$ cat config.mk
export PLATFORM = sky130hd
export DESIGN_NAME = tbs_queue
export DESIGN_NICKNAME = d
export VERILOG_FILES = /design/src/design/tbs_queue.sv
export SDC_FILE = /design/constraint.sdc
export NUM_CORES = 1
export LEC_CHECK = 0
export BUFFER_PORTS_ARGS = -buffer_cell sky130_fd_sc_hd__buf_2
export CAP_MARGIN = 20
export CORE_AREA = 2 2 39 41
export DETAILED_ROUTE_END_ITERATION = 16
export DIE_AREA = 0 0 41 43
export MAX_ROUTING_LAYER = met4
export PLACE_DENSITY = 0.46
export SKIP_LAST_GASP = 1
export SLEW_MARGIN = 10
export SYNTH_ARGS = -nofsm -noshare
export SYNTH_HDL_FRONTEND = slang
export SYNTH_SLANG_ARGS = --single-unit
$ cat constraint.sdc
create_clock -name clk -period 2.8 [get_ports clk]
set_input_delay 0.14 -clock clk [delete_from_list [all_inputs] [get_ports clk]]
set_output_delay 0.14 -clock clk [all_outputs]
set_load 0.02 [all_outputs]
$ cat src/design/tbs_queue.sv
module tbs_queue #(
	parameter type item_t = logic,
	parameter int  DEPTH  = 2
) (
	input  logic  clk,
	input  logic  arst_n,
	input  logic  push,
	input  item_t push_data,
	output logic  full,
	input  logic  pop,
	output item_t pop_data,
	output logic  empty
);

	localparam int AW = (DEPTH > 1) ? $clog2(DEPTH) : 1;
	localparam int CW = $clog2(DEPTH + 1);

	item_t          slots_q [DEPTH];
	logic [AW-1:0]  wr_ptr_q;
	logic [AW-1:0]  rd_ptr_q;
	logic [CW-1:0]  count_q;

	assign full     = (count_q == CW'(DEPTH));
	assign empty    = (count_q == '0);
	assign pop_data = slots_q[rd_ptr_q];

	always_ff @(posedge clk or negedge arst_n) begin
		if (!arst_n) begin
			wr_ptr_q <= '0;
			rd_ptr_q <= '0;
			count_q  <= '0;
		end else begin
			if (push) begin
				wr_ptr_q <= (wr_ptr_q == AW'(DEPTH - 1)) ? '0 : wr_ptr_q + AW'(1);
			end
			if (pop) begin
				rd_ptr_q <= (rd_ptr_q == AW'(DEPTH - 1)) ? '0 : rd_ptr_q + AW'(1);
			end
			count_q <= count_q + CW'(push) - CW'(pop);
		end
	end

	always_ff @(posedge clk) begin
		if (push) begin
			slots_q[wr_ptr_q] <= push_data;
		end
	end

endmodule

* Word-level counts from Yosys, hierarchy flattened
Memory sizes are Yosys's and may differ from the RTL's. Cells that the tools add are included.
Word-level totals: register bits after elaboration 4, bits in writable memories 2, memories 1
Operators by class: $add $sub $neg 4, eq/ne operators 1, muxes and demuxes 4, reductions and logical operators 1
Memories:
- slots_q | words 2, bits a word 1, read ports 1, clocked after memory_dff 0, write ports 1, line 18 | item_t slots_q [DEPTH];
Operators with widths (number):
- two-way mux 1 bit | 4
- adder 1 bit, second input constant | 2
- adder 2 x 1 -> 2 bit | 1
- equality test 2 bit, second input constant | 1
- zero test 2 bit | 1
- subtractor 2 x 1 -> 2 bit | 1

* Depth between registers and ports, before layout
depth after elaboration 2, mapped depth 5, depth with buffers taken out 5

* Least setup slack after synthesis
Ideal clock, no wire load.
kind reg-to-reg, start register count_q[0], end register count_q[1], data arrival time 1.008 ns, data required time 2.665 ns, path slack 1.656 ns, cell stages (with the launch flop) 6, clock period less this slack 1.144 ns, cells stage by stage dfrtp_1 > inv_1 > ha_1 > inv_1 > ha_1 > xor3_1
On the way: word-level cells in the longest chain between the ends 2
Ends and longest elaborated chain:
- start, declared | line 21 | logic [CW-1:0] count_q;
- start signal, assigned | line 39 | count_q <= count_q + CW'(push) - CW'(pop);
- adder 2 x 1 -> 2 bit | line 39
- subtractor 2 x 1 -> 2 bit | line 39
Every way passes these cells. A chain may end at the register's enable or synchronous reset.

* Worst setup path in the final report
start register rd_ptr_q, end output pop_data
On the way: word-level cells in the longest chain between the ends 1
Ends and longest elaborated chain:
- start, declared | line 20 | logic [AW-1:0] rd_ptr_q;
- start signal, assigned | line 37 | rd_ptr_q <= (rd_ptr_q == AW'(DEPTH - 1)) ? '0 : rd_ptr_q + AW'(1);
- memory (2 x 1 bit)
- end, declared | line 11 | output item_t pop_data,
Every way passes these cells.

==> impl_metrics.yaml <==
logic_synthesis:
  syn_inst: 18
  syn_area_um2: 268
  avgSynthCellArea_um2: 14.9
  synthMuxAreaShare_pct: 4.21
  synthSimpleGateAreaFrac_pct: 8.41
  seq_area_frac_synth_pct: 59.8
  synthAdderAreaFrac_pct: 9.35
  synth_xor_area_share_pct: 15.4
  synth_compound_area_share_pct: 0
  syn_nets: 25
  synth_seq_cells: 6
  synth_top_family_by_area: "XOR/XNOR gates"
  ys_warn_count: 0
  synth_cell_type_count: 10
place:
  io_buffer_count: 7
  dpl_worst_slack_ns: 1.59
  placed_cells: 41
  placed_area_um2: 323
  gp_congestion: 0.548
  hpwl_um: 315
layout:
  drive_above_1_share_pct: 33.3
  fin_area_um2: 359
  final_common_cell: "buf_2"
  finalNonFillerCells: 46
  final_nets: 38
  fillCellCount: 145
  final_cell_mix: "buf_2 (7), dfrtp_1 (4), clkbuf_4 (3)"
  area_growth_pct: 34.1
  diodes: 0
routing:
  drtIter0Drc: 1
  wl_per_cell_um: 8.57
  viasPerCell: 3.48
  post-route-drc-count: 0
  first_pass_iters: 2
  antenna_left: 0
  num_vias: 160
  totalWireLength_um: 394
floorplan:
  die_y_um: 43
  start_util_pct: 19.3
  ioPinCount: 8
  core_um2: 1380
  die-area_um2: 1760
  std_cell_rows: 14
  die_x_um: 41
timing:
  setup_viol_count_final: 0
  min_period_ns: 1.24
  slew_violations: 0
  slew_headroom_pct: 91.9
  finalSetupTns_ns: 0
  skew_ns: 0.0000427
  fmax_mhz: 808
  timing.final.ws_setup_ns: 1.56
  period_share_pct: 44.2
  tightest_slew_ns: 0.121
  hold_viol: 0
  rsz0062_at_grt: "false"
pwr:
  peakVddDrop_mv: 0.196
  p_leak_nw: 0.174
  power.density_nw_per_um2: 1040
cts:
  clk_latency_ns: 0.25
  htreeDepth: 1
  cts-root-buf: "clkbuf_4"
  cts.sink_count: 6
  cts_resized: 0
  cts.path.max_buffers: 2
  cts_buffers: 3
  path_clk_slew_ns: 0.05
  tritoncts: "done"
global_route:
  grt_pass1_vias: 164
  antenna_found_initial: 0
  grt_overflow: 0
  grt_max_degree: 5
  grt_pass1_wl_um: 607
  grt_util_all_layers_pct: 6.65
worst_setup_path:
  path_cells: "mux2_1 -> buf_2"
  critical_path_buf_inv_count: 1
  worstPathRequired_ns: 2.66
  critPathMaxStageDelay_ns: 0.39
  cp_data_arrival_time_ns: 1.10
  r2r_setup_slack_ns: 1.59
  worstReg2RegStart: "count_q[0]$_DFF_PN0_"
  slowest_stage: "dfrtp_1"
  path_class: "reg2out"
  r2r_cells: 5
  critPathCaptureType: "output port"
  r2r_end: "count_q[1]$_DFF_PN0_"
  crit_fanout: 2
  path_delay_family: "flip-flops"
  cp-start-kind: "flop"
min_path:
  hp-start: "push_data"
  whs_path_depth: 1
  min_to: "slots_q[1]$_DFFE_PP_"
  min_path_type: "in2reg"
job:
  cap_viol_max_count: 0
run_status:
  status: "finished, final reports clean"
==> metrics by stage <==
step                      utilization (%)  total power [mW]  hold WS [ns]
after floorplan                         -             0.252        -0.156
after global placement               23.3             0.282       -0.0497
after detailed placement             23.3             0.292       -0.0547
after CTS                            25.9             0.383        0.0706
after global routing                 25.9             0.405        0.0784
final                                25.9             0.374        0.0828
==> cell families after synthesis <==
| group | count (synthesis) |
|---|---|
| buffers and inverters | 2 |
| and+or+nand+nor | 4 |
| adders and majority gates | 2 |
| DFF | 6 |
| muxes | 1 |
| xor gates and xnor gates | 3 |
==> power by group <==
group,internal [mW],switching (mW),total [mW],leakage (nW)
combinational,0.0717,0.0620,0.134,0.0935
clock,0.0541,0.0327,0.0867,0.0150
sequential,0.129,0.0247,0.154,0.0654
==> layout make-up <==
class	instances	area, µm²	area share, %
flip-flops and latches	6	160	44.6
multi-input cells	10	100	27.9
repair buffers	8	45.0	12.5
clock buffers	4	26.3	7.32
well taps	16	20.0	5.57
inverters	2	7.51	2.09
==> synth_stat cells <==
master | count | area [µm²]
xor2_1 | 2 | 17.5
and2_1 | 1 | 6.26
ha_1 | 2 | 25.0
nor2b_1 | 2 | 12.5
mux2_1 | 1 | 11.3
nor2_1 | 1 | 3.75
edfxtp_1 | 2 | 60.1
inv_1 | 2 | 7.51
dfrtp_1 | 4 | 100
xor3_1 | 1 | 23.8
==> routing by layer <==
layer / share of wire [%] / global-route usage (%)
met5: 0 / -
met3: 8.9 / 3.14
met1: 36 / 6.29
met4: 5.6 / 12.0
met2: 49 / 6.56
==> worst reg2reg max path, delay by kind of cell (launching register included) <==
| kind | cells | cell delay, ns |
|---|---|---|
| adder cells (fa/ha/maj) | 2 | 0.40 |
| flip-flops | 1 | 0.37 |
| XOR/XNOR | 1 | 0.21 |
| buffers and inverters | 2 | 0.11 |
==> registers in the layout, summed over array words and instances, names as in the netlist <==
| name | flops |
|---|---|
| wr_ptr_q | 1 |
| slots_q | 2 |
| rd_ptr_q | 1 |
| count_q | 2 |
==> worst max-delay path by stage <==
stage                         startpoint              endpoint  slack (ns)  cells past startpoint
finish              rd_ptr_q$_DFFE_PN0P_              pop_data        1.56                      2
global route        count_q[0]$_DFF_PN0_  count_q[1]$_DFF_PN0_        1.50                      5
CTS                 rd_ptr_q$_DFFE_PN0P_              pop_data        1.55                      2
detailed placement  count_q[0]$_DFF_PN0_  count_q[1]$_DFF_PN0_        1.59                      5
global placement    count_q[0]$_DFF_PN0_  count_q[1]$_DFF_PN0_        1.64                      5
floorplan           count_q[0]$_DFF_PN0_  count_q[1]$_DFF_PN0_        1.66                      5
==> timing repair <==
action	4_1_cts	5_1_grt
endpoints found under the hold margin	4	0
hold buffers	1	0
setup buffers	0	0
No activity file was read; power rests on OpenSTA's default activity.
