$ cat config.mk
export PLATFORM = sky130hd
export DESIGN_NAME = tbs_front
export DESIGN_NICKNAME = d
export VERILOG_FILES = /design/src/design/tbs_pkg.sv /design/src/design/tbs_front.sv
export SDC_FILE = /design/constraint.sdc
export NUM_CORES = 1
export LEC_CHECK = 0
export BUFFER_PORTS_ARGS = -buffer_cell sky130_fd_sc_hd__buf_2
export CELL_PAD_IN_SITES_DETAIL_PLACEMENT = 0
export CELL_PAD_IN_SITES_GLOBAL_PLACEMENT = 2
export CORE_MARGIN = 2
export CORE_UTILIZATION = 43
export DETAILED_ROUTE_END_ITERATION = 8
export PLACE_DENSITY_LB_ADDON = 0.1
export SLEW_MARGIN = 30
export SYNTH_ARGS = -nofsm -noshare
export SYNTH_HDL_FRONTEND = slang
export SYNTH_SLANG_ARGS = --single-unit
$ cat constraint.sdc
create_clock -name clk -period 16.9 [get_ports clk]
set_clock_uncertainty 0.1 [all_clocks]
set_input_delay 1.69 -clock clk [delete_from_list [all_inputs] [get_ports clk]]
set_output_delay 1.69 -clock clk [all_outputs]
set_load 0.02 [all_outputs]
$ cat src/design/tbs_pkg.sv
package tbs_pkg;

	localparam int ADDR_W    = 16;
	localparam int DIM_W     = 9;
	localparam int COORD_W   = 17;
	localparam int FRAC_W    = 16;
	localparam int TEXEL_W   = 24;
	localparam int CMD_DEPTH = 2;
	localparam int RSP_DEPTH = 4;

	localparam logic [COORD_W-1:0] ONE_Q16 = 17'h10000;

	// configuration register indexes
	localparam logic REG_TEX_WIDTH  = 1'b0;
	localparam logic REG_TEX_HEIGHT = 1'b1;

	typedef struct packed {
		logic                 action;
		logic [ADDR_W-1:0]    texel_index;
		logic [7:0]           texel_red;
		logic [7:0]           texel_green;
		logic [7:0]           texel_blue;
		logic [COORD_W-1:0]   coord_u;
		logic [COORD_W-1:0]   coord_v;
	} req_t;

	typedef struct packed {
		logic [7:0] out_red;
		logic [7:0] out_green;
		logic [7:0] out_blue;
	} rsp_t;

	typedef enum logic [1:0] {
		CMD_WRITE  = 2'd0,
		CMD_SAMPLE = 2'd1,
		CMD_WHITE  = 2'd2
	} cmd_kind_t;

	// one classified item between front and back
	typedef struct packed {
		cmd_kind_t                    kind;
		logic [3:0][ADDR_W-1:0]       addr;   // 00,10,01,11; write uses [0]
		logic [FRAC_W-1:0]            tx;
		logic [FRAC_W-1:0]            ty;
		logic [TEXEL_W-1:0]           texel;
	} cmd_t;

endpackage

$ cat src/design/tbs_front.sv
module tbs_front import tbs_pkg::*; #(
	parameter int MAX_WIDTH  = 256,
	parameter int MAX_HEIGHT = 256
) (
	input  logic              clk,
	input  logic              arst_n,
	input  logic              cfg_valid,
	output logic              cfg_ready,
	input  logic              cfg_index,
	input  logic [DIM_W-1:0]  cfg_data,
	input  logic              req_valid,
	output logic              req_stall,
	input  req_t              req,
	output logic              cmd_push,
	output cmd_t              cmd,
	input  logic              cmd_full
);

	localparam int DIM_MAX = (1 << DIM_W) - 1;
	localparam logic [DIM_W:0] WCAP = (MAX_WIDTH  > DIM_MAX) ? (DIM_W+1)'(DIM_MAX)
	                                                         : (DIM_W+1)'(MAX_WIDTH);
	localparam logic [DIM_W:0] HCAP = (MAX_HEIGHT > DIM_MAX) ? (DIM_W+1)'(DIM_MAX)
	                                                         : (DIM_W+1)'(MAX_HEIGHT);
	localparam int SW = COORD_W + DIM_W;   // scaled coordinate, Q.16
	localparam int RW = 2 * DIM_W;         // row base y*w

	logic [DIM_W-1:0] tex_width_q, tex_height_q;

	assign cfg_ready = 1'b1;

	always_ff @(posedge clk or negedge arst_n) begin
		if (!arst_n) begin
			tex_width_q  <= '0;
			tex_height_q <= '0;
		end else if (cfg_valid) begin
			unique case (cfg_index)
				REG_TEX_WIDTH:  tex_width_q  <= cfg_data;
				REG_TEX_HEIGHT: tex_height_q <= cfg_data;
				default: ;
			endcase
		end
	end

	// ---- stage 1: clamp and scale ----
	logic               accept, adv1, adv2;
	logic [DIM_W-1:0]   weff, heff;
	logic [COORD_W-1:0] uc, vc;
	logic [SW-1:0]      xs, ys;

	assign weff = ({1'b0, tex_width_q}  > WCAP) ? WCAP[DIM_W-1:0] : tex_width_q;
	assign heff = ({1'b0, tex_height_q} > HCAP) ? HCAP[DIM_W-1:0] : tex_height_q;
	assign uc   = (req.coord_u > ONE_Q16) ? ONE_Q16 : req.coord_u;
	assign vc   = (req.coord_v > ONE_Q16) ? ONE_Q16 : req.coord_v;
	assign xs   = SW'(uc) * SW'(weff - DIM_W'(1));
	assign ys   = SW'(vc) * SW'(heff - DIM_W'(1));

	logic             valid_s1, white_s1;
	req_t             item_s1;
	logic [SW-1:0]    xs_s1, ys_s1;
	logic [DIM_W-1:0] weff_s1, heff_s1;

	logic valid_s2;

	assign adv2      = !valid_s2 || !cmd_full;
	assign adv1      = !valid_s1 || adv2;
	assign req_stall = !adv1;
	assign accept    = req_valid && adv1;
	assign cmd_push  = valid_s2 && !cmd_full;

	always_ff @(posedge clk or negedge arst_n) begin
		if (!arst_n) begin
			valid_s1 <= 1'b0;
		end else if (adv1) begin
			valid_s1 <= accept;
		end
	end

	always_ff @(posedge clk) begin
		if (accept) begin
			item_s1  <= req;
			xs_s1    <= xs;
			ys_s1    <= ys;
			weff_s1  <= weff;
			heff_s1  <= heff;
			white_s1 <= (tex_width_q == '0) || (tex_height_q == '0);
		end
	end

	// ---- stage 2: neighbours, clamp to edge, linear addresses ----
	logic [DIM_W-1:0] x0, y0, x1, y1;
	logic [DIM_W:0]   x1n, y1n;
	logic [RW-1:0]    row0, row1;
	logic [RW:0]      s00, s10, s01, s11;
	cmd_t             cmd_d;

	assign x0   = xs_s1[FRAC_W+DIM_W-1:FRAC_W];
	assign y0   = ys_s1[FRAC_W+DIM_W-1:FRAC_W];
	assign x1n  = {1'b0, x0} + (DIM_W+1)'(1);
	assign y1n  = {1'b0, y0} + (DIM_W+1)'(1);
	assign x1   = (x1n >= {1'b0, weff_s1}) ? weff_s1 - DIM_W'(1) : x1n[DIM_W-1:0];
	assign y1   = (y1n >= {1'b0, heff_s1}) ? heff_s1 - DIM_W'(1) : y1n[DIM_W-1:0];
	assign row0 = RW'(y0) * RW'(weff_s1);
	assign row1 = RW'(y1) * RW'(weff_s1);
	assign s00  = (RW+1)'(x0) + (RW+1)'(row0);
	assign s10  = (RW+1)'(x1) + (RW+1)'(row0);
	assign s01  = (RW+1)'(x0) + (RW+1)'(row1);
	assign s11  = (RW+1)'(x1) + (RW+1)'(row1);

	always_comb begin
		cmd_d.kind    = !item_s1.action ? CMD_WRITE : (white_s1 ? CMD_WHITE : CMD_SAMPLE);
		cmd_d.addr[0] = !item_s1.action ? item_s1.texel_index : s00[ADDR_W-1:0];
		cmd_d.addr[1] = s10[ADDR_W-1:0];
		cmd_d.addr[2] = s01[ADDR_W-1:0];
		cmd_d.addr[3] = s11[ADDR_W-1:0];
		cmd_d.tx      = xs_s1[FRAC_W-1:0];
		cmd_d.ty      = ys_s1[FRAC_W-1:0];
		cmd_d.texel   = {item_s1.texel_red, item_s1.texel_green, item_s1.texel_blue};
	end

	always_ff @(posedge clk or negedge arst_n) begin
		if (!arst_n) begin
			valid_s2 <= 1'b0;
		end else if (adv2) begin
			valid_s2 <= valid_s1;
		end
	end

	always_ff @(posedge clk) begin
		if (adv2 && valid_s1) begin
			cmd <= cmd_d;
		end
	end

endmodule

# Yosys cells after proc, flatten, opt, wreduce, memory -nomap -nowiden
# Cells that the tools add are included.
# totals
reg_bits	252
latchBits	0
ram_bits	0
mem_bits_ro	0
inputBits	90
elab_cells	65
memories	0
# classes
n_addsub	10
mul	4
div	0
order_cmp	6
eq_ne	0
n_shift	0
mux	8
n_bitwise	1
n_reduce_logical	14
# op_table
op	n
9-bit by 16-bit adder with 16-bit output	4
18-bit by 10-bit multiplier with 25-bit output	2
9-bit 2-to-1 mux	4
17-bit greater-than comparator, second input constant	2
17-bit 2-to-1 mux	2
9-bit by 9-bit multiplier with 16-bit output	2
9-bit by 1-bit adder with 10-bit output, second input constant	2
10-bit by 9-bit >= comparator with 1-bit output	2
9-bit by 1-bit subtractor with 10-bit output, second input constant	2
9-bit greater-than comparator, second input constant	2
9-bit logical NOT	2
9-bit by 1-bit subtractor with 9-bit output, second input constant	2
16-bit 2-to-1 mux	1
1-bit logical NOT	4
2-bit AND reduction	2
1-bit logical AND	3
1-bit logical OR	3
2-bit 2-to-1 mux	1
1-bit inverter	1

# Depth between registers and ports, before layout
# Gate-level depths: netlist (run 1).
# logic_depth
depth_word	5
ltp_mapped	30
depth_no_buf	29

# Worst setup path after synthesis (run 1)
# Ideal clock, no wire load.
# synth_timing
path_kind	input to register
start	in cmd_full
end	reg cmd[0] (netlist name), enable pin
setup_time_ns	0.790
arrival_ns	10.475
required_ns	16.010
setup_slack_ns	5.535
cell_stages	1
path_cell_list	a21boi_0
# synth_between
elab_chain_cells	3
# synth_rtl
item	line_no	source
start: declaration	tbs_front.sv:16	input logic cmd_full
1-bit logical NOT	tbs_front.sv:64	assign adv2 = !valid_s2 || !cmd_full;
1-bit logical OR	tbs_front.sv:64	
1-bit logical AND	tbs_front.sv:129	if (adv2 && valid_s1) begin
end signal: assignment	tbs_front.sv:130	cmd <= cmd_d;
end: declaration	tbs_front.sv:15	output cmd_t cmd,
# No other way between the ends.
# A chain may end at the register's enable or synchronous reset.

# Worst setup path after layout (run 1)
# layout_timing
start	reg tex_width_q[0]
end	reg xs_s1[24], data pin
# layout_between
elab_chain_cells	4
# layout_rtl
item	line_no	source
start: declaration	tbs_front.sv:27	logic [DIM_W-1:0] tex_width_q, tex_height_q;
start signal: assignment	tbs_front.sv:37	REG_TEX_WIDTH: tex_width_q <= cfg_data;
9-bit greater-than comparator	tbs_front.sv:50	assign weff = ({1'b0, tex_width_q} > WCAP) ? WCAP[DIM_W-1:0] : tex_width_q;
9-bit 2-to-1 mux (*)	tbs_front.sv:50	
9-bit by 1-bit subtractor with 10-bit output (*)	tbs_front.sv:54	assign xs = SW'(uc) * SW'(weff - DIM_W'(1));
18-bit by 10-bit multiplier with 25-bit output (*)	tbs_front.sv:54	
net xs[24]	tbs_front.sv:48	logic [SW-1:0] xs, ys;
end signal: assignment	tbs_front.sv:81	xs_s1 <= xs;
end: declaration	tbs_front.sv:59	logic [SW-1:0] xs_s1, ys_s1;
# Mark *: on every way through the listed nets, which the timed path passes. The rest lies on a longest branch.

==> results.ini, run 1 <==
[synth]
seq_area_frac_synth_pct=27.9
synth_common_cells=423 x inv_1, 340 x fa_1, 285 x nand2_1, 252 x ha_1, 232 x edfxtp_1
synth_cell_types=63
syn_avg_cell_area_um2=10.2
synth_top_area_cell=edfxtp_1
yosys_warnings=0
async_reset_ff_share_pct=7.94
synthTopCellsByArea=edfxtp_1 26%, fa_1 25%, ha_1 12%
netlist_area_um2=26700
synth_top_area_share_pct=26.1
yosysMostFrequentCell=inv_1
ys_ff_latch=252
synth_flop_cell=edfxtp_1
synth_fp_nets=3304
synth-edff-count=232
postSynthCellCount=2622

[clock_network]
clk_latency_ps=580
cts-buffers-inserted=31
cts_root_buf=clkbuf_16
cts.path.max_buffers=3
cts_hold_buf=0
cts.sinks=252
post_cts_buffers=0
htree_levels=1
ctsResizeCount=0
clkTransAtPathRegs_ps=70
cts_tree=yes

[setup_path]
r2r_slack_ps=8620
crit_path_end=xs_s1[24]
rr_worst_depth=24
critPathLaunchType=flip-flop
crit_arrival_ps=8500
critPathRequiredTime_ps=17130
rr_endpoint=xs_s1[24]
crit_path_end_kind=flip-flop
startpoint=tex_width_q[0]
worstSetupPathType=reg2reg
r2r_start=tex_width_q[0]
crit_fanout=6

[drt]
routed_via_density=5.00
routed_wl_um=66400
drt_iter0_drc=1017
num_vias=18300
drc_errors=0
first_pass_iters=4
wire_per_inst_um=18.1
ant_nets=0

[cells_and_area]
fillers=5855
drive_above_1_share_pct=11.8
syn2layout_area_growth_pct=11.2
nets=3494
final_util_pct=48.3
antenna_cells=0
postLayoutCellArea_um2=29700

[timing]
post-route-min-period_ps=8280
drv_slew=0
hold_viol_final=0
fin_tns_setup_ps=0
max_freq_mhz=121
finalCritPeriodShare_pct=49.0
slew_headroom_pct=39.1
worst-slew-pin-transition_ps=914
setup_viol=0
fin_hold_ws_ps=316
grt_setup_unrepaired=false

[placement]
postPlaceCellArea_um2=28700
port_buffers=213
gp_congestion=0.896
dp_hpwl_um=53000

[floorplanning]
die-area_um2=64200
die-height_um=253
num_rows=91
pin_count=215
initial_core_util_pct=43.4
coreArea_um2=61600
die_w_um=253

[global_route]
grt_usage_pct=21.3
grt_pass1_vias=19500
grt.overflow.total=0
grt_max_degree=74
grt_first_pass_wirelength_um=107000
antenna_found_initial=2

[min_path]
min_path_cells=0
hp-class=reg2reg

[run_status]
status=completed

[run]
max_cap_viol_count=0

[sequential cells by signal, indices dropped and copies added, names as in the netlist]
name and count:
weff_s1 9, ys_s1 25, valid_s1 1, tex_width_q 9, tex_height_q 9, heff_s1 9, cmd 122, white_s1 1
cmd_d 24, item_s1 17, valid_s2 1, xs_s1 25
[stage by stage]
stage               worst slack, ps  instances
floorplan                      5530       2622
global placement               8370       3616
detailed placement             8330       3616
CTS                            8570       3673
global route                   7830       3673
finish                         8620       3673
[placed cells by master, fill, tap and decap left out, types with 17 or more instances in the layout]
cell type,Yosys,routed
or3_1,17,17
and2_1,94,93
xnor2_1,136,136
xor2_1,33,31
nand2b_1,53,53
edfxtp_1,232,232
mux2_2,39,39
nor4_1,18,18
ha_1,252,252
nand3_1,28,28
a21o_1,33,33
and3_1,19,19
a21oi_1,65,65
nor2_1,224,224
nor3_1,27,27
clkbuf_16,0,31
buf_2,1,213
fa_1,340,340
dfrtp_1,20,20
inv_1,423,423
nor2b_1,44,44
o21ai_0,46,46
nand2_1,285,285
[worst max-delay path, stage by stage (launching register included)]
cell	delay, ps
dfrtp_1	390
or3_1	390
or3_1	390
o41ai_1	360
nand2_1	240
ha_1	270
or3b_1	210
or3_1	280
mux2i_1	710
nor2_1	160
fa_1	540
inv_1	50
fa_1	460
fa_1	520
fa_1	430
fa_1	510
inv_1	50
ha_1	350
and3_1	220
nand2_1	60
o31ai_1	470
a211oi_1	170
o41ai_1	400
a21oi_1	130
xnor2_1	130
[how the worst min path moves through the flow]
stage / slack (ps) / from / to
after global placement: 300 / cmd_d[12] / cmd[12]
after detailed placement: 300 / xs_s1[4] / cmd[44]
after CTS: 320 / cmd_d[12] / cmd[12]
after floorplan: 300 / cmd_d[0] / cmd[0]
after global routing: 320 / cmd_d[4] / cmd[4]
final: 320 / ys_s1[11] / cmd[35]
[metal layers]
layer  wire (um)  vias to the layer above  track usage, %  share of wire (%)
li1            -                     8810               -                  -
met1       31400                     9097            30.1                 47
met2       30800                      356            35.0                 46
met3        2870                       82            2.73                4.3
met4        1370                        2            4.80                2.1
met5          11                        -               0              0.017
[area by class of cell]
| type | count | area, um^2 | area share (%) |
|---|---|---|---|
| inverters | 426 | 1600 | 5.38 |
| clock inverters | 22 | 215 | 0.724 |
| multi-input cells | 1874 | 17400 | 58.7 |
| flip-flops and latches | 252 | 7470 | 25.1 |
| clock buffers | 35 | 791 | 2.66 |
| well taps | 837 | 1050 | 3.52 |
| repair buffers | 227 | 1170 | 3.94 |
[kinds of logic (layout without fill, tap and decap cells)]
group                      count (synthesis)  count (layout)  share of synthesized area (%)
AOI/OAI and AO/OA                        232             232                           5.67
xor gates and xnor gates                 170             170                           5.62
adders and majority gates                592             592                           37.2
buffers and inverters                    496             710                           7.00
DFF                                      252             252                           27.9
muxes                                     46              46                           1.90
other                                      1               1                         0.0140
and+or+nand+nor                          833             833                           14.6
Power of run 1 is not shown: default switching activity piles up to over one toggle a cycle in this logic, so the estimate is an artifact.
==> run 2: changes to the inputs <==
- ABC_AREA: not set -> 1
- CORE_UTILIZATION: 43 -> 39
- clock period: 16.9 -> 8.6 ns (I/O delays scaled with it)
==> run 2 against run 1 <==
Sequential share of layout area shrank 0.23 points. First-iteration DRC count shrank 1.9%. Worst setup slack lost 7900 ps. Non-clock buffer count grew 6. Critical path depth grew 15. Core utilization shrank 4.4 points. Sequential cell count is the same. Cell count grew 11%. Synthesized area grew 0.81%. Routed wire length grew 7.2%. Global-route usage shrank 0.95 points. Worst hold slack lost 210 ps. Critical endpoint is now cmd[119]. Largest cell class unchanged. Highest routed layer is now met4.
==> results.ini, run 2 <==
[setup_path]
path_common_cell=nand2_1
r2r_slack_ps=730  ; -7890 ps
critPathLaunchType=flip-flop
crit_slowest_cell=edfxtp_1
crit_fanout=16  ; +10
slowest_delay_ps=660  ; -50 ps
rr_worst_depth=39  ; +63%
crit_arrival_ps=8120  ; -380 ps
critPathRequiredTime_ps=8850  ; -8280 ps
worstSetupPathType=reg2reg
crit_path_end_kind=flip-flop

[clock_network]
cts_hold_buf=0  ; unchanged
cts-buffers-inserted=30  ; -3.2%
cts.sinks=252  ; unchanged
clk_latency_ps=590  ; about the same
clkTransAtPathRegs_ps=60  ; about the same
post_cts_buffers=0  ; unchanged
cts_root_buf=clkbuf_16
ctsResizeCount=0  ; unchanged
htree_levels=1  ; unchanged
cts.path.max_buffers=3  ; unchanged
cts_tree=yes

[cells_and_area]
drive_above_1_share_pct=10.8  ; -0.94 points
largest_register_ffs=122  ; unchanged
mostFrequentLayoutCells=619 x nand2_1, 612 x inv_1, 340 x fa_1
fillers=6934  ; +18%
reg_top3=cmd (122), xs_s1 (25), ys_s1 (25)
antenna_cells=0  ; unchanged
multi_input_area_um2=16900  ; -3.2%
ff_latch_area_um2=7470  ; unchanged
syn2layout_area_growth_pct=11.3
layout.cells.most_common=nand2_1
final_util_pct=43.8  ; -4.4 points
top_register=cmd
nets=3851  ; +10%

[timing]
grt_setup_unrepaired=false
setup_viol=0  ; unchanged
hold_viol_final=0  ; unchanged
max_freq_mhz=127  ; +5.2%
slew_headroom_pct=44.8  ; +5.7 points
post-route-min-period_ps=7870  ; -407 ps
drv_slew=0  ; unchanged
finalCritPeriodShare_pct=91.5  ; +43 points
fin_tns_setup_ps=0  ; unchanged
worst-slew-pin-transition_ps=829  ; -85.6 ps

[run_status]
status=completed

[synth]
synth-edff-count=232  ; unchanged
async_reset_ff_share_pct=7.94  ; unchanged
synth_fp_nets=3644  ; +10%
syn_avg_cell_area_um2=9.10  ; -11%
seq_area_frac_synth_pct=27.7  ; -0.23 points
ys_ff_latch=252  ; unchanged
synth_top_area_cell=edfxtp_1
yosysMostFrequentCell=nand2_1
synth_cell_types=51  ; -19%
synthTopCellsByArea=edfxtp_1 26%, fa_1 25%, ha_1 12%
synth_flop_cell=edfxtp_1
netlist_area_um2=27000  ; +0.81%
synth_top_area_share_pct=25.8  ; -0.21 points
synth_common_cells=619 x nand2_1, 613 x inv_1, 340 x fa_1, 277 x nor2_1, 252 x ha_1
yosys_warnings=0  ; unchanged
postSynthCellCount=2962  ; +13%

[min_path]
hp-class=in2async

[floorplanning]
coreArea_um2=68500  ; +11%
die-height_um=267  ; +5.3%
die-area_um2=71200  ; +11%
pin_count=215  ; unchanged
num_rows=96  ; +5.5%
initial_core_util_pct=39.4  ; -4.0 points
die_w_um=267  ; +5.3%

[drt]
num_vias=19600  ; +6.6%
wire_per_inst_um=17.5  ; -3.3%
ant_nets=0  ; unchanged
first_pass_iters=5  ; +1
routed_wl_um=71200  ; +7.2%
routed_via_density=4.80  ; -3.9%
drt_iter0_drc=998  ; -1.9%
drc_errors=0  ; unchanged

[placement]
gp_congestion=0.887  ; -1.0%
dp_hpwl_um=58500  ; +10%
port_buffers=213  ; unchanged

[global_route]
grt_first_pass_wirelength_um=113000  ; +5.8%
grt_pass1_vias=20500  ; +5.2%
grt.overflow.total=0  ; unchanged
grt_max_degree=66  ; -11%
antenna_found_initial=0  ; -2
grt_usage_pct=20.4  ; -0.95 points

[run]
max_cap_viol_count=0  ; unchanged

-- run 2: cell types whose count changed in the layout (fill, tap and decap cells not counted), moves of 35 or more --
cell	before	now
a21oi_1	65	100
inv_1	423	612
nand3_1	28	78
xor2_1	31	111
nor2b_1	44	0
and2_1	93	0
nor2_1	224	277
xnor2_1	136	32
nand2_1	285	619
nand2b_1	53	0
mux2_2	39	0
-- run 2: cell families after synthesis --
family,after synthesis,share of synthesized area [%]
other,1,0.0139
flip-flops,252,27.7
XOR/XNOR,147,4.89
AO/OA/AOI/OAI,225,4.54
AND/OR/NAND/NOR,1059,16.2
buffers and inverters,686,9.70
adder cells (fa/ha/maj),592,36.9
-- run 2: cell type report --
cell class	instances	area share, %
Timing Repair Buffer	233	4.11
Inverter	628	7.86
Tap cell	882	3.68
Multi-Input combinational cell	2024	56.3
Sequential cell	252	24.9
Clock inverter	22	0.655
Clock buffer	33	2.54
-- run 2: critical path: cells and delay by family (launching register included) --
family	cells	cell delay [ps]
compound gates	2	410
xor+xnor	2	410
fa+ha+maj	8	3200
buf+inv	7	690
flops	1	660
simple gates	20	2150
-- run 2: worst paths after layout --
check	start	to
setup / recovery	ys_s1[17]	cmd[119]
hold / removal	arst_n	valid_s2
setup reg to reg	ys_s1[17]	cmd[119]
hold reg to reg	ys_s1[8]	cmd[32]
max in group asynchronous	arst_n	tex_height_q[2]
min in group clk	ys_s1[8]	cmd[32]
-- run 2: metrics by stage --
stage	setup slack [ps]	hold WS [ps]	cell area, um^2	instances
4_1_cts	554	87.8	30000	4070
6_report	729	107	30000	4074
3_5_place_dp	577	305	29000	4015
2_1_floorplan	1250	300	27000	2962
3_3_place_gp	561	300	29000	4015
5_1_grt	66.4	114	30000	4074
-- run 2: routing by layer --
metal | part of all wire [%] | up-vias | GRT usage, % | wire length [um]
li1 | - | 9566 | - | -
met1 | 47 | 9549 | 28.3 | 33500
met2 | 47 | 370 | 34.0 | 33200
met3 | 4.1 | 67 | 2.42 | 2930
met4 | 2.2 | 0 | 4.69 | 1560
met5 | 0 | - | 0 | 0
Power of run 2 is left out for the same reason.
==> run 3: changes to the inputs <==
- GPL_TIMING_DRIVEN: not set -> 0
==> run 3 against run 2 <==
Sequential share of layout area is 0.21 points lower. Register-to-register slack worse by 130 ps. Maximum frequency is 1.7% lower. Design area is 0.86% higher. Sequential cell count stayed put. First-iteration DRC count is 21% higher. Worst setup slack worse by 130 ps. Core utilization is 0.38 points higher.
==> results.ini, run 3 (synthesized netlist as in run 2, its figures left out) <==
[run_status]
status=completed

[floorplanning]
initial_core_util_pct=39.4  ; unchanged
num_rows=96  ; unchanged
coreArea_um2=68500  ; unchanged
pin_count=215  ; unchanged
die-area_um2=71200  ; unchanged
die-height_um=267  ; unchanged
die_w_um=267  ; unchanged

[setup_path]
cp.depth=35  ; -10%
critPathTopFamily=adder cells
worstSetupPathType=reg2reg
crit_buf_inv=10  ; +3
slowest_delay_ps=570  ; -90 ps
crit_arrival_ps=8260  ; +140 ps
crit_path_end_kind=flip-flop
crit_fanout=10  ; -6
crit_slowest_cell=fa_1
rr_worst_depth=35  ; -10%
critPathRequiredTime_ps=8860  ; about the same
path_common_cell=inv_1
critPathLaunchType=flip-flop

[cells_and_area]
nets=3897  ; +1.2%
syn2layout_area_growth_pct=12.3
antenna_cells=0  ; unchanged
largest_register_ffs=122  ; unchanged
layout.cells.most_common=nand2_1
top_register=cmd
drive_above_1_share_pct=10.7  ; -0.14 points
final_cells=4115  ; +1.0%
reg_top3=cmd (122), xs_s1 (25), ys_s1 (25)
mostFrequentLayoutCells=619 x nand2_1, 612 x inv_1, 340 x fa_1

[timing]
hold_viol_final=0  ; unchanged
max_freq_mhz=125  ; -1.7%
setup_viol=0  ; unchanged
post-route-min-period_ps=8000  ; +133 ps
grt_setup_unrepaired=false
drv_slew=0  ; unchanged
finalCritPeriodShare_pct=93.1  ; +1.5 points
worst-slew-pin-transition_ps=772  ; -56.3 ps
fin_hold_ws_ps=96.6  ; -10.3 ps
slew_headroom_pct=48.3  ; +3.6 points

[min_path]
hp-class=in2async

[global_route]
grt.overflow.total=0  ; unchanged
grt_pass1_vias=20800  ; +1.3%
grt_max_degree=85  ; +29%
antenna_found_initial=0  ; unchanged
grt_usage_pct=20.6  ; +0.18 points
grt_first_pass_wirelength_um=114000  ; +0.59%

[drt]
routed_via_density=4.79  ; -0.18%
ant_nets=0  ; unchanged
first_pass_iters=6  ; +1
drc_errors=0  ; unchanged
routed_wl_um=71100  ; -0.10%
drt_iter0_drc=1206  ; +21%
wire_per_inst_um=17.3  ; -1.1%
num_vias=19700  ; +0.82%

[placement]
port_buffers=212  ; -0.47%
dp_hpwl_um=59100  ; +0.94%
gp_congestion=0.892  ; +0.52%
dp.cells=4064  ; +1.2%

[run]
max_cap_viol_count=0  ; unchanged

[clock_network]
cts-buffers-inserted=31  ; +3.3%
htree_levels=1  ; unchanged
clk_latency_ps=610  ; +20 ps
cts_root_buf=clkbuf_16
cts_hold_buf=0  ; unchanged
cts.path.max_buffers=3  ; unchanged
cts_tree=yes
clkTransAtPathRegs_ps=60  ; about the same
cts.sinks=252  ; unchanged

-- run 3: cell count changes in the layout (fill, tap and decap cells not counted), moves of 2 or more --
cell,change
buf_8,+4
buf_4,-12
buf_16,+4
clkinvlp_4,+2
buf_1,+2
buf_2,+7
clkbuf_1,+38
clkinv_1,+2
clkinv_2,-5
-- run 3: stage by stage --
| step | cell area (um^2) | setup TNS [ps] | util, % | worst slack [ps] |
|---|---|---|---|---|
| global placement | 29100 | -276440 | 42.5 | -2280 |
| finish | 30300 | 0 | 44.2 | 596 |
| floorplan | 27000 | 0 | - | 1250 |
| CTS | 30300 | 0 | 44.2 | 305 |
| detailed placement | 29300 | 0 | 42.8 | 334 |
| global route | 30300 | 0 | 44.2 | 17.8 |
-- run 3: final timing paths --
check | startpoint | endpoint | slack (ps)
hold reg to reg | xs_s1[7] | cmd[47] | 320
min in group clk | xs_s1[7] | cmd[47] | 320
max in group asynchronous | arst_n | tex_height_q[8] | 7980
setup / recovery | tex_height_q[1] | ys_s1[24] | 600
hold / removal | arst_n | tex_width_q[0] | 100
setup reg to reg | tex_height_q[1] | ys_s1[24] | 600
-- run 3: final cells by class --
cell class              instances  area, um^2
repair buffers                220        1230
flip-flops and latches        252        7470
multi-input cells            2024       16900
plain buffers                  58         258
inverters                     628        2360
fillers                      6817       38200
clock inverters                20         173
well taps                     882        1100
clock buffers                  31         776
-- run 3: what timing repair did --
| action | in CTS | in global routing |
|---|---|---|
| setup endpoints to repair | 0 | 5 |
| resized for setup | 0 | 1 |
| endpoints found under the hold margin | 0 | 0 |
| buffers inserted | 0 | 0 |
-- run 3: metal layers --
layer	track usage (%)	up-vias	wire length (um)
met5	0	-	0
met4	3.61	0	964
met3	1.91	59	2880
met2	34.8	375	33700
met1	29.0	9599	33600
li1	-	9680	-
Power of run 3 is left out for the same reason.
